$ cat config.mk
export PLATFORM = sky130hd
export DESIGN_NAME = dhcp_reply_option_extractor_flat
export DESIGN_NICKNAME = d
export VERILOG_FILES = /design/src/sv/drox_pkg.sv /design/src/sv/drox_in_if.sv /design/src/sv/drox_out_if.sv /design/src/sv/drox_opt_walk.sv /design/src/sv/dhcp_reply_option_extractor.sv /design/src/flat_wrapper.sv
export SDC_FILE = /design/constraint.sdc
export NUM_CORES = 2
export LEC_CHECK = 0
export BUFFER_PORTS_ARGS = -buffer_cell sky130_fd_sc_hd__buf_2
export CAP_MARGIN = 20
export CORE_MARGIN = 4
export CORE_UTILIZATION = 52
export DETAILED_ROUTE_END_ITERATION = 7
export PLACE_DENSITY = 0.79
export SLEW_MARGIN = 15
export SYNTH_ARGS = -nofsm -noshare
export SYNTH_HDL_FRONTEND = slang
export SYNTH_HIERARCHICAL = 1
export SYNTH_SLANG_ARGS = --single-unit
$ cat constraint.sdc
create_clock -name clk -period 30.5 [get_ports clk]
set_input_delay 6.1 -clock clk [delete_from_list [all_inputs] [get_ports clk]]
set_output_delay 6.1 -clock clk [all_outputs]
set_load 0.1 [all_outputs]
$ cat src/sv/drox_pkg.sv
`timescale 1ns / 1ps

package drox_pkg;

  typedef enum logic [1:0] {
    PH_CODE,
    PH_LEN,
    PH_VALUE
  } phase_t;

  localparam int unsigned NSLOT = 7;

  typedef logic [2:0] slot_t;

  localparam slot_t SLOT_MASK   = 3'd0;
  localparam slot_t SLOT_ROUTER = 3'd1;
  localparam slot_t SLOT_DNS    = 3'd2;
  localparam slot_t SLOT_LEASE  = 3'd3;
  localparam slot_t SLOT_SERVER = 3'd4;
  localparam slot_t SLOT_RENEW  = 3'd5;
  localparam slot_t SLOT_REBIND = 3'd6;
  localparam slot_t SLOT_NONE   = 3'd7;

  localparam logic [7:0] OPT_PAD     = 8'd0;
  localparam logic [7:0] OPT_MASK    = 8'd1;
  localparam logic [7:0] OPT_ROUTER  = 8'd3;
  localparam logic [7:0] OPT_DNS     = 8'd6;
  localparam logic [7:0] OPT_LEASE   = 8'd51;
  localparam logic [7:0] OPT_MSGTYPE = 8'd53;
  localparam logic [7:0] OPT_SERVER  = 8'd54;
  localparam logic [7:0] OPT_RENEW   = 8'd58;
  localparam logic [7:0] OPT_REBIND  = 8'd59;
  localparam logic [7:0] OPT_END     = 8'd255;

  localparam logic [7:0] OP_REPLY = 8'd2;

  localparam logic [7:0] IDX_OP         = 8'd0;
  localparam logic [7:0] IDX_XID_LO     = 8'd4;
  localparam logic [7:0] IDX_XID_HI     = 8'd7;
  localparam logic [7:0] IDX_YIADDR_LO  = 8'd16;
  localparam logic [7:0] IDX_YIADDR_HI  = 8'd19;
  localparam logic [7:0] IDX_COOKIE_LO  = 8'd236;
  localparam logic [7:0] IDX_COOKIE_HI  = 8'd239;
  localparam logic [7:0] IDX_OPTIONS    = 8'd240;
  localparam logic [7:0] IDX_MSGTYPE    = 8'd242;
  localparam logic [7:0] IDX_MIN_REPLY  = 8'd241;
  localparam logic [7:0] IDX_MAX        = 8'd255;

  localparam logic [3:0][7:0] COOKIE = {8'h63, 8'h82, 8'h53, 8'h63};

  typedef struct packed {
    logic [NSLOT-1:0][31:0] cap;
    logic [NSLOT-1:0]       found;
    logic [5:0]             dns;
  } walk_t;

  function automatic slot_t slot_of(input logic [7:0] code);
    slot_t s;
    unique case (code)
      OPT_MASK:   s = SLOT_MASK;
      OPT_ROUTER: s = SLOT_ROUTER;
      OPT_DNS:    s = SLOT_DNS;
      OPT_LEASE:  s = SLOT_LEASE;
      OPT_SERVER: s = SLOT_SERVER;
      OPT_RENEW:  s = SLOT_RENEW;
      OPT_REBIND: s = SLOT_REBIND;
      default:    s = SLOT_NONE;
    endcase
    return s;
  endfunction

endpackage

$ cat src/sv/drox_in_if.sv
`timescale 1ns / 1ps

interface drox_in_if ();
  logic       valid;
  logic       ready;
  logic [7:0] data_byte;
  logic       last_byte;

  modport source (output valid, output data_byte, output last_byte, input ready);
  modport sink (input valid, input data_byte, input last_byte, output ready);
endinterface

$ cat src/sv/drox_out_if.sv
`timescale 1ns / 1ps

interface drox_out_if ();
  logic        valid;
  logic        ready;
  logic        is_reply;
  logic [7:0]  msg_type;
  logic [31:0] offered_addr;
  logic [31:0] subnet_mask;
  logic [31:0] router_addr;
  logic [31:0] server_id;
  logic [31:0] lease_secs;
  logic [31:0] renew_secs;
  logic [31:0] rebind_secs;
  logic [31:0] dns_first;
  logic [5:0]  dns_count;
  logic [6:0]  found_flags;

  modport source (
    output valid, input ready,
    output is_reply, output msg_type, output offered_addr, output subnet_mask,
    output router_addr, output server_id, output lease_secs, output renew_secs,
    output rebind_secs, output dns_first, output dns_count, output found_flags
  );
  modport sink (
    input valid, output ready,
    input is_reply, input msg_type, input offered_addr, input subnet_mask,
    input router_addr, input server_id, input lease_secs, input renew_secs,
    input rebind_secs, input dns_first, input dns_count, input found_flags
  );
endinterface

$ cat src/sv/drox_opt_walk.sv
`timescale 1ns / 1ps

module drox_opt_walk import drox_pkg::*; (
  input  logic       clk,
  input  logic       rst_n,
  input  logic       step,
  input  logic       clear,
  input  logic [7:0] data_byte,
  output walk_t      walk_nxt
);

  phase_t                 phase_r, phase_nxt;
  slot_t                  slot_r, slot_nxt;
  logic [7:0]             left_r, left_nxt;
  logic [2:0]             shift_r, shift_nxt;
  logic                   ended_r, ended_nxt;
  logic [NSLOT-1:0][31:0] cap_r, cap_nxt;
  logic [NSLOT-1:0]       found_r, found_nxt;
  logic [5:0]             dns_r, dns_nxt;
  logic                   walk_en;
  slot_t                  code_slot;

  assign walk_en   = step && !ended_r;
  assign code_slot = slot_of(data_byte);

  always_comb begin
    phase_nxt = phase_r;
    if (walk_en) begin
      unique case (phase_r)
        PH_LEN: begin
          phase_nxt = (data_byte != 8'd0) ? PH_VALUE : PH_CODE;
        end
        PH_VALUE: begin
          if (left_r <= 8'd1) begin
            phase_nxt = PH_CODE;
          end
        end
        default: begin
          if (data_byte != OPT_END && data_byte != OPT_PAD) begin
            phase_nxt = PH_LEN;
          end
        end
      endcase
    end
  end

  always_comb begin
    slot_nxt  = slot_r;
    left_nxt  = left_r;
    shift_nxt = shift_r;
    ended_nxt = ended_r;
    cap_nxt   = cap_r;
    found_nxt = found_r;
    dns_nxt   = dns_r;
    if (walk_en) begin
      unique case (phase_r)
        PH_LEN: begin
          left_nxt  = data_byte;
          shift_nxt = 3'd0;
          if (slot_r == SLOT_DNS) begin
            dns_nxt = data_byte[7:2];
          end
        end
        PH_VALUE: begin
          if (slot_r != SLOT_NONE && !shift_r[2]) begin
            cap_nxt[slot_r][{~shift_r[1:0], 3'b000} +: 8] = data_byte;
            shift_nxt = shift_r + 3'd1;
          end
          if (left_r != 8'd0) begin
            left_nxt = left_r - 8'd1;
          end
        end
        default: begin
          if (data_byte == OPT_END) begin
            ended_nxt = 1'b1;
          end else if (data_byte != OPT_PAD) begin
            if (code_slot != SLOT_NONE && !found_r[code_slot]) begin
              found_nxt[code_slot] = 1'b1;
              cap_nxt[code_slot]   = 32'd0;
              slot_nxt             = code_slot;
            end else begin
              slot_nxt = SLOT_NONE;
            end
          end
        end
      endcase
    end
  end

  assign walk_nxt.cap   = cap_nxt;
  assign walk_nxt.found = found_nxt;
  assign walk_nxt.dns   = dns_nxt;

  always_ff @(posedge clk) begin
    if (!rst_n || clear) begin
      phase_r <= PH_CODE;
      slot_r  <= SLOT_NONE;
      left_r  <= 8'd0;
      shift_r <= 3'd0;
      ended_r <= 1'b0;
      cap_r   <= '0;
      found_r <= '0;
      dns_r   <= 6'd0;
    end else if (step) begin
      phase_r <= phase_nxt;
      slot_r  <= slot_nxt;
      left_r  <= left_nxt;
      shift_r <= shift_nxt;
      ended_r <= ended_nxt;
      cap_r   <= cap_nxt;
      found_r <= found_nxt;
      dns_r   <= dns_nxt;
    end
  end

endmodule

$ cat src/sv/dhcp_reply_option_extractor.sv
`timescale 1ns / 1ps
// channel | dir | handshake        | word
// in_ch   | in  | valid / ready    | data_byte, last_byte
// out_ch  | out | valid / ready    | is_reply .. found_flags (one per message)
// cfg     | in  | cfg_we           | cfg_wdata -> expected_xid
// One byte per cycle; every byte is parsed in the cycle it is accepted.
// The result of a message is registered on its last byte and shows the next cycle.
// A held result stalls only a new last byte; other bytes keep flowing.
// rst_n is synchronous: parser state, xid register and result valid clear.

module dhcp_reply_option_extractor import drox_pkg::*; (
  input  logic          clk,
  input  logic          rst_n,
  drox_in_if.sink       in_ch,
  drox_out_if.source    out_ch,
  input  logic          cfg_we,
  input  logic [31:0]   cfg_wdata
);

  logic [31:0] xid_r;
  logic [7:0]  idx_r, idx_nxt;
  logic        hdr_ok_r, hdr_ok_nxt;
  logic [7:0]  msg_type_r, msg_type_nxt;
  logic [31:0] offered_r, offered_nxt;
  logic        accept, done, step;
  logic [7:0]  xid_byte;
  walk_t       walk_nxt;
  logic        reply;

  logic        out_valid_r;
  logic        is_reply_r;
  logic [7:0]  out_msg_type_r;
  logic [31:0] out_offered_r;
  walk_t       out_walk_r;

  assign in_ch.ready = !out_valid_r || out_ch.ready || !in_ch.last_byte;
  assign accept      = in_ch.valid && in_ch.ready;
  assign done        = accept && in_ch.last_byte;
  assign step        = accept && (idx_r >= IDX_OPTIONS);
  assign xid_byte    = xid_r[{~idx_r[1:0], 3'b000} +: 8];

  always_comb begin
    hdr_ok_nxt   = hdr_ok_r;
    msg_type_nxt = msg_type_r;
    offered_nxt  = offered_r;
    if (idx_r == IDX_OP && in_ch.data_byte != OP_REPLY) begin
      hdr_ok_nxt = 1'b0;
    end
    if (idx_r >= IDX_XID_LO && idx_r <= IDX_XID_HI && xid_byte != in_ch.data_byte) begin
      hdr_ok_nxt = 1'b0;
    end
    if (idx_r >= IDX_YIADDR_LO && idx_r <= IDX_YIADDR_HI) begin
      offered_nxt[{~idx_r[1:0], 3'b000} +: 8] = in_ch.data_byte;
    end
    if (idx_r >= IDX_COOKIE_LO && idx_r <= IDX_COOKIE_HI &&
        COOKIE[~idx_r[1:0]] != in_ch.data_byte) begin
      hdr_ok_nxt = 1'b0;
    end
    if (idx_r == IDX_OPTIONS && in_ch.data_byte != OPT_MSGTYPE) begin
      hdr_ok_nxt = 1'b0;
    end
    if (idx_r == IDX_MSGTYPE) begin
      msg_type_nxt = in_ch.data_byte;
    end
    idx_nxt = (idx_r != IDX_MAX) ? idx_r + 8'd1 : idx_r;
  end

  assign reply = hdr_ok_nxt && (idx_nxt >= IDX_MIN_REPLY);

  drox_opt_walk u_walk (
    .clk       (clk),
    .rst_n     (rst_n),
    .step      (step),
    .clear     (done),
    .data_byte (in_ch.data_byte),
    .walk_nxt  (walk_nxt)
  );

  always_ff @(posedge clk) begin
    if (!rst_n) begin
      xid_r <= 32'd0;
    end else if (cfg_we) begin
      xid_r <= cfg_wdata;
    end
  end

  always_ff @(posedge clk) begin
    if (!rst_n || done) begin
      idx_r      <= 8'd0;
      hdr_ok_r   <= 1'b1;
      msg_type_r <= 8'd0;
      offered_r  <= 32'd0;
    end else if (accept) begin
      idx_r      <= idx_nxt;
      hdr_ok_r   <= hdr_ok_nxt;
      msg_type_r <= msg_type_nxt;
      offered_r  <= offered_nxt;
    end
  end

  always_ff @(posedge clk) begin
    if (!rst_n) begin
      out_valid_r <= 1'b0;
    end else if (done) begin
      out_valid_r <= 1'b1;
    end else if (out_ch.ready) begin
      out_valid_r <= 1'b0;
    end
  end

  always_ff @(posedge clk) begin
    if (done) begin
      is_reply_r     <= reply;
      out_msg_type_r <= reply ? msg_type_nxt : 8'd0;
      out_offered_r  <= offered_nxt;
      out_walk_r     <= walk_nxt;
    end
  end

  assign out_ch.valid        = out_valid_r;
  assign out_ch.is_reply     = is_reply_r;
  assign out_ch.msg_type     = out_msg_type_r;
  assign out_ch.offered_addr = out_offered_r;
  assign out_ch.subnet_mask  = out_walk_r.cap[SLOT_MASK];
  assign out_ch.router_addr  = out_walk_r.cap[SLOT_ROUTER];
  assign out_ch.server_id    = out_walk_r.cap[SLOT_SERVER];
  assign out_ch.lease_secs   = out_walk_r.cap[SLOT_LEASE];
  assign out_ch.renew_secs   = out_walk_r.cap[SLOT_RENEW];
  assign out_ch.rebind_secs  = out_walk_r.cap[SLOT_REBIND];
  assign out_ch.dns_first    = out_walk_r.cap[SLOT_DNS];
  assign out_ch.dns_count    = out_walk_r.dns;
  assign out_ch.found_flags  = out_walk_r.found;

endmodule
$ cat src/flat_wrapper.sv
// flat-port wrapper written by rule: the top's interface ports become plain ports
module dhcp_reply_option_extractor_flat import drox_pkg::*;
  (clk, rst_n, cfg_we, cfg_wdata, in_ch_valid, in_ch_data_byte, in_ch_last_byte, in_ch_ready, out_ch_valid, out_ch_ready, out_ch_is_reply, out_ch_msg_type, out_ch_offered_addr, out_ch_subnet_mask, out_ch_router_addr, out_ch_server_id, out_ch_lease_secs, out_ch_renew_secs, out_ch_rebind_secs, out_ch_dns_first, out_ch_dns_count, out_ch_found_flags);
  drox_in_if in_ch_i ();
  drox_out_if out_ch_i ();
  input  logic clk;
  input  logic rst_n;
  input  logic cfg_we;
  input  logic [31:0] cfg_wdata;
  input wire logic [$bits(in_ch_i.valid)-1:0] in_ch_valid;
  input wire logic [$bits(in_ch_i.data_byte)-1:0] in_ch_data_byte;
  input wire logic [$bits(in_ch_i.last_byte)-1:0] in_ch_last_byte;
  output wire logic [$bits(in_ch_i.ready)-1:0] in_ch_ready;
  output wire logic [$bits(out_ch_i.valid)-1:0] out_ch_valid;
  input wire logic [$bits(out_ch_i.ready)-1:0] out_ch_ready;
  output wire logic [$bits(out_ch_i.is_reply)-1:0] out_ch_is_reply;
  output wire logic [$bits(out_ch_i.msg_type)-1:0] out_ch_msg_type;
  output wire logic [$bits(out_ch_i.offered_addr)-1:0] out_ch_offered_addr;
  output wire logic [$bits(out_ch_i.subnet_mask)-1:0] out_ch_subnet_mask;
  output wire logic [$bits(out_ch_i.router_addr)-1:0] out_ch_router_addr;
  output wire logic [$bits(out_ch_i.server_id)-1:0] out_ch_server_id;
  output wire logic [$bits(out_ch_i.lease_secs)-1:0] out_ch_lease_secs;
  output wire logic [$bits(out_ch_i.renew_secs)-1:0] out_ch_renew_secs;
  output wire logic [$bits(out_ch_i.rebind_secs)-1:0] out_ch_rebind_secs;
  output wire logic [$bits(out_ch_i.dns_first)-1:0] out_ch_dns_first;
  output wire logic [$bits(out_ch_i.dns_count)-1:0] out_ch_dns_count;
  output wire logic [$bits(out_ch_i.found_flags)-1:0] out_ch_found_flags;
  assign in_ch_i.valid = in_ch_valid;
  assign in_ch_i.data_byte = in_ch_data_byte;
  assign in_ch_i.last_byte = in_ch_last_byte;
  assign in_ch_ready = in_ch_i.ready;
  assign out_ch_valid = out_ch_i.valid;
  assign out_ch_i.ready = out_ch_ready;
  assign out_ch_is_reply = out_ch_i.is_reply;
  assign out_ch_msg_type = out_ch_i.msg_type;
  assign out_ch_offered_addr = out_ch_i.offered_addr;
  assign out_ch_subnet_mask = out_ch_i.subnet_mask;
  assign out_ch_router_addr = out_ch_i.router_addr;
  assign out_ch_server_id = out_ch_i.server_id;
  assign out_ch_lease_secs = out_ch_i.lease_secs;
  assign out_ch_renew_secs = out_ch_i.renew_secs;
  assign out_ch_rebind_secs = out_ch_i.rebind_secs;
  assign out_ch_dns_first = out_ch_i.dns_first;
  assign out_ch_dns_count = out_ch_i.dns_count;
  assign out_ch_found_flags = out_ch_i.found_flags;
  dhcp_reply_option_extractor u_core (.clk(clk), .rst_n(rst_n), .in_ch(in_ch_i), .out_ch(out_ch_i), .cfg_we(cfg_we), .cfg_wdata(cfg_wdata));
endmodule
# ---- Yosys cells after proc, flatten, opt, wreduce, memory -nomap -nowiden
# Cells that the tools add are included.
dict set report classes {
  n_bitwise 7
  addsub 5
  n_reduce_logical 38
  n_mux 45
  n_eq_ne 24
  order_cmp 14
  n_shift 5
}
# op count
set op_table {}
lappend op_table {{$mux W224} 5}
lappend op_table {{$pmux W224 S2} 1}
lappend op_table {{$and A224 B224 Y224} 1}
lappend op_table {{$bwmux W224} 1}
lappend op_table {{$not A224 Y224} 1}
lappend op_table {{$demux W32 S3} 2}
lappend op_table {{$mux W32} 3}
lappend op_table {{$shift A8 B7 Y32 const A} 2}
lappend op_table {{$shiftx A8 B7 Y32} 2}
lappend op_table {{$mux W7} 5}
lappend op_table {{$bwmux W32} 1}
lappend op_table {{$eq A8 B6 Y1 const B} 4}
lappend op_table {{$mux W8} 4}
lappend op_table {{$shiftx A32 B6 Y8} 1}
lappend op_table {{$eq A8 B8 Y1 const B} 3}
lappend op_table {{$ge A8 B8 Y1 const B} 3}
lappend op_table {{$pmux W3 S7} 1}
lappend op_table {{$mux W6} 3}
lappend op_table {{$logic_and A1 B1 Y1} 17}
lappend op_table {{$bmux W8 S2} 1}
lappend op_table {{$ne A8 B8 Y1} 2}
lappend op_table {{$ne A8 B8 Y1 const B} 2}
lappend op_table {{$pmux W8 S2} 1}
lappend op_table {{$reduce_and A4 Y1} 4}
lappend op_table {{41 further kinds} 68}
dict set report word_totals {
  register_bits 614
  out_inout_bits 280
}

# ---- Depth between registers and ports, before layout
dict set report logic_depth {
  ltp_word 13
  mapped_depth 13
}

# ---- Modules after synthesis
# Netlist, hierarchy kept.
# mod instances area_each_um2 cells_per_inst seq_area_each_um2
set by_module_without_submodules {}
lappend by_module_without_submodules {drox_opt_walk 1 14963.1 2096 5084.9}
lappend by_module_without_submodules {dhcp_reply_option_extractor 1 12949.9 837 9989.6}

# ---- Worst setup path before layout
# OpenSTA, ideal clock, no wires.
dict set report synth_path {
  path_kind {input to register}
  startpoint {in in_ch_last_byte}
  endpoint {reg u_core/u_walk/cap_r[42] in the netlist's numbering}
  stages 10
  n_path_buf 5
  setup_slack_ns 9.128
  arrival_time_ns 21.222
  required_time_ns 30.350
  path_cell_list {nand3b_1 -> nand2_1 -> buf_1 -> nor2_1 -> nand2b_1 -> clkbuf_1 -> buf_1 -> clkbuf_1 -> clkbuf_1 -> a211oi_1}
}
# item line_no
set synth_lines {}
lappend synth_lines {{start, declared} flat_wrapper.sv:12} ;# input wire logic [$bits(in_ch_i.last_byte)-1:0] in_ch_last_byte;
lappend synth_lines {{$logic_not A1 Y1} dhcp_reply_option_extractor.sv:36} ;# assign in_ch.ready = !out_valid_r || out_ch.ready || !in_ch.last_byte;
lappend synth_lines {{$logic_or A1 B1 Y1} dhcp_reply_option_extractor.sv:36}
lappend synth_lines {{$logic_and A1 B1 Y1} dhcp_reply_option_extractor.sv:37} ;# assign accept = in_ch.valid && in_ch.ready;
lappend synth_lines {{$logic_and A1 B1 Y1 (*)} dhcp_reply_option_extractor.sv:38} ;# assign done = accept && in_ch.last_byte;
lappend synth_lines {{named net u_core.done} dhcp_reply_option_extractor.sv:25} ;# logic accept, done, step;
lappend synth_lines {{$logic_or A1 B1 Y1 (*)} drox_opt_walk.sv:95} ;# if (!rst_n || clear) begin
lappend synth_lines {{end signal, assigned} drox_opt_walk.sv:110} ;# cap_r <= cap_nxt;
lappend synth_lines {{end, declared} drox_opt_walk.sv:17} ;# logic [NSLOT-1:0][31:0] cap_r, cap_nxt;
# Mark *: on every way through the listed nets, which the timed path passes. The rest lies on a longest branch.
# A chain may end at the register's enable or synchronous reset.

# ---- Worst setup path in the final report
dict set report layout_path {
  startpoint {in in_ch_last_byte}
  endpoint {out in_ch_ready}
}
dict set report layout_via {
  elab_chain_len 2
}
# item line_no
set layout_rtl {}
lappend layout_rtl {{$logic_not A1 Y1} dhcp_reply_option_extractor.sv:36}
lappend layout_rtl {{$logic_or A1 B1 Y1} dhcp_reply_option_extractor.sv:36}
lappend layout_rtl {{end, declared} flat_wrapper.sv:13} ;# output wire logic [$bits(in_ch_i.ready)-1:0] in_ch_ready;
# No other way between the ends.

==> run metrics <==
CP Max Fanout=3; final slew viol count=0; Slowest cell on crit path=buf_2; f_max=0.0777 GHz; worst min-delay path category=flop to flop; Final min period=roughly 13 ns; VDD IR-drop max=41.6 uV; hpwl dp=55400 um; vias in the first global route=22700; Port Buf Inserts=325; Slew Limit Headroom=28.3%; critical path required time=about 24 ns; crit-path max cell delay=around 0.44 ns; Top cell by count, worst path=buf_2; largest net degree at the start of global routing=83; max-cap check violation count=0; Final period util=42.2%; total track usage=27.7%; dpl cells=around 3800; CTS sink cnt=614; sequential fraction of the synthesis area=54.0%; layout cells sized above 1=17.0%; EDFF count, synth=about 280; Power per Cell Area=57.0 nW/um^2; core area=52900 sq um; Cell Count, Final, Fillers Out=around 3900; DRC=0; Most used DFF post-synth=dfxtp_1; chip height=240 um; first-pass GRT wire length=126000 um; fin nets=3202; drt wl/cell=21.5 um; biggest area consumer among synthesized cells=edfxtp_1; share of the synthesized area in the top cell type=29.9%; number of library cell types mapped by synthesis=89; Slew @ Worst Pin=1.07 ns; Clk Latency, worst-skew pair=0.64 ns; antenna viol nets, final=0; Worst-path clk slew=0.06 ns; Worst EP arrival=6.77 ns; htree depth=2; Worst setup EP type=output port; n_diodes=0; Yosys reg bits=614; via count=about 24000; Inserted Clock Buffers=61; crit-path cells=buf_2 -> nand3b_1 -> buf_2; Mapped Nets=2996; Root Buffer=clkbuf_16; DRT iter0 DRCs=2778; Hold Worst Slack=between 0.4 and 0.5 ns; total wire length=83600 um; ys async rst share=0%; total die area=57400 sq um; Mapped Cells=2933; Die W=240 um; Placer Congestion=~0.94; crit start category=input port; Top delay family on crit path=buffers and inverters; 1st-pass router iterations=7; RSZ-0062 raised after global routing=false; dominant cells by area after synthesis=edfxtp_1, dfxtp_1, a21oi_1; Post-CTS Hold Fix Bufs=0; Final Hold Vio Count=0; Netlist Area Pre-Place=27900 sq um; vias per cell=6.26; CP Buf/Inv Count=2; Setup Skew=0.0244 ns; Starting Density=52.8%; Yosys warnings=6; CTS tree=built; status=completed; Setup Total Neg Slack=0 ns; Syn Area/Cell=between 9 and 10 sq um; CTS Buffer Depth=3; Post-CTS Setup Bufs=0; Setup violations, final=0; post-CTS sizing=0; initial antenna violation count=1; Pleak=11.4 nW; row cnt=between 80 and 90; WS Path Type=input port to output port; number of I/O pins=326; GRT Residual Overflow=0; Syn-to-layout area delta=14.5%
-- layout by cell type (no fill, tap or decap), types with 10 or more instances in the layout --
cell type,Yosys,layout
a22oi_1,104,104
ha_1,17,16
and2_0,10,10
and3_1,15,15
buf_2,22,327
a211oi_1,19,19
dfxtp_1,336,336
buf_4,4,38
clkbuf_16,0,63
nor2_1,242,237
clkbuf_1,174,11
nand2_1,412,412
o2bb2ai_1,34,34
mux2i_1,53,53
clkinv_2,0,18
and2_1,40,40
o21ai_1,25,24
nor2b_1,39,37
edfxtp_1,278,278
nor3_1,46,46
a311oi_1,11,11
a22o_1,81,81
o22ai_1,11,11
a31oi_1,28,27
a21oi_1,317,317
inv_1,55,55
nand3_1,74,74
o211ai_1,29,29
or3_1,11,11
o21ai_0,241,241
-- flip-flops by register name, indices dropped and copies added, names as in the netlist, 32 cells and up --
| name | count |
|---|---|
| u_core/out_ch.offered_addr | 32 |
| u_core/out_ch.rebind_secs | 32 |
| u_core/out_ch.subnet_mask | 32 |
| u_core/u_walk/cap_r | 224 |
| u_core/out_ch.server_id | 32 |
| u_core/out_ch.renew_secs | 32 |
| u_core/out_ch.lease_secs | 32 |
| u_core/offered_r | 32 |
| u_core/out_ch.router_addr | 32 |
| u_core/out_ch.dns_first | 32 |
| u_core/xid_r | 32 |
-- routing by layer --
metal  wire, um  part of all wire, %  vias to the layer above  track usage [%]
li1           -                    -                    11100                -
met1      32600                   39                    11600             36.2
met2      39300                   47                     1386             44.9
met3       8710                   10                      222             6.69
met4       2980                  3.6                        2             10.4
met5         13                0.016                        -                0
-- worst min-delay path: cells and delay by family, from the launching register on --
family,cells,cell delay (ns)
DFF,1,0.31
and+or+nand+nor,1,0.05
AOI/OAI and AO/OA,1,0.05
-- through the flow --
| stage | total power [mW] | util, % | setup slack [ns] | cell area [sq um] |
|---|---|---|---|---|
| 2_1_floorplan | 1.04 | - | 9.13 | 27900 |
| 3_3_place_gp | 1.07 | 56.5 | 17.63 | 29800 |
| 3_5_place_dp | 1.07 | 56.5 | 17.63 | 29900 |
| 4_1_cts | 1.83 | 60.4 | 17.63 | 31900 |
| 5_1_grt | 1.88 | 60.5 | 17.60 | 32000 |
| 6_report | 1.82 | 60.5 | 17.63 | 32000 |
-- area by class of cell --
type,count,area (sq um)
flip-flops and latches,614,15100
repair buffers,366,1950
multi-input cells,2040,11800
inverters,56,210
clock buffers,74,1620
fillers,4210,20900
well taps,688,861
clock inverters,42,429
-- cell usage after synthesis, types with 5 or more instances --
cell       instances
nor3b_1            7
or2_1              7
and2_0            10
nor2_1           242
a22o_1            81
clkbuf_1         174
a311oi_1          11
a31oi_1           28
mux4_2             8
edfxtp_1         278
nand3_1           74
xor2_1             9
nand2b_1          10
a22oi_1          104
inv_1             55
dfxtp_1          336
ha_1              17
nand3b_1           5
o2111ai_1          9
nor3_1            46
o2bb2ai_1         34
or2_2              5
a211oi_1          19
mux2i_1           53
nor2b_1           39
nor4bb_1           5
o22ai_1           11
or3_1             11
nand4_1            9
nand2_1          412
nor4_1             9
buf_1             13
o21ai_0          241
buf_2             22
or3b_2             5
clkbuf_2           7
o21ai_1           25
and3_1            15
mux2_2             6
and2_1            40
o211ai_1          29
a21oi_1          317
-- logic make-up (layout without fill, tap and decap cells) --
kind of cell | after synthesis | in the layout | synth area share (%)
AO/OA/AOI/OAI | 955 | 955 | 21.4
buffers and inverters | 279 | 538 | 4.02
AND/OR/NAND/NOR | 987 | 987 | 16.5
XOR/XNOR | 12 | 12 | 0.377
adder cells (fa/ha/maj) | 17 | 17 | 0.762
multiplexers | 69 | 69 | 2.92
flip-flops | 614 | 614 | 54.0
-- power by group --
group	switching [mW]	total (mW)	leakage, nW	internal, mW
Clock	0.323	0.769	1.00	0.446
Sequential	0.00705	0.881	5.34	0.874
Combinational	0.149	0.173	5.02	0.0240
Total	0.479	1.82	11.4	1.34
-- worst paths after layout --
check / slack, ns / startpoint / to / cells after the start
max: 17.63 / in_ch_last_byte / in_ch_ready / 3
min: 0.46 / u_core/offered_r[3] / u_core/offered_r[3] / 2
max reg2reg: 26.22 / u_core/idx_r[6] / u_core/out_ch.server_id[29] / 7
min reg2reg: 0.46 / u_core/offered_r[3] / u_core/offered_r[3] / 2
No activity file was read; power rests on OpenSTA's default activity.
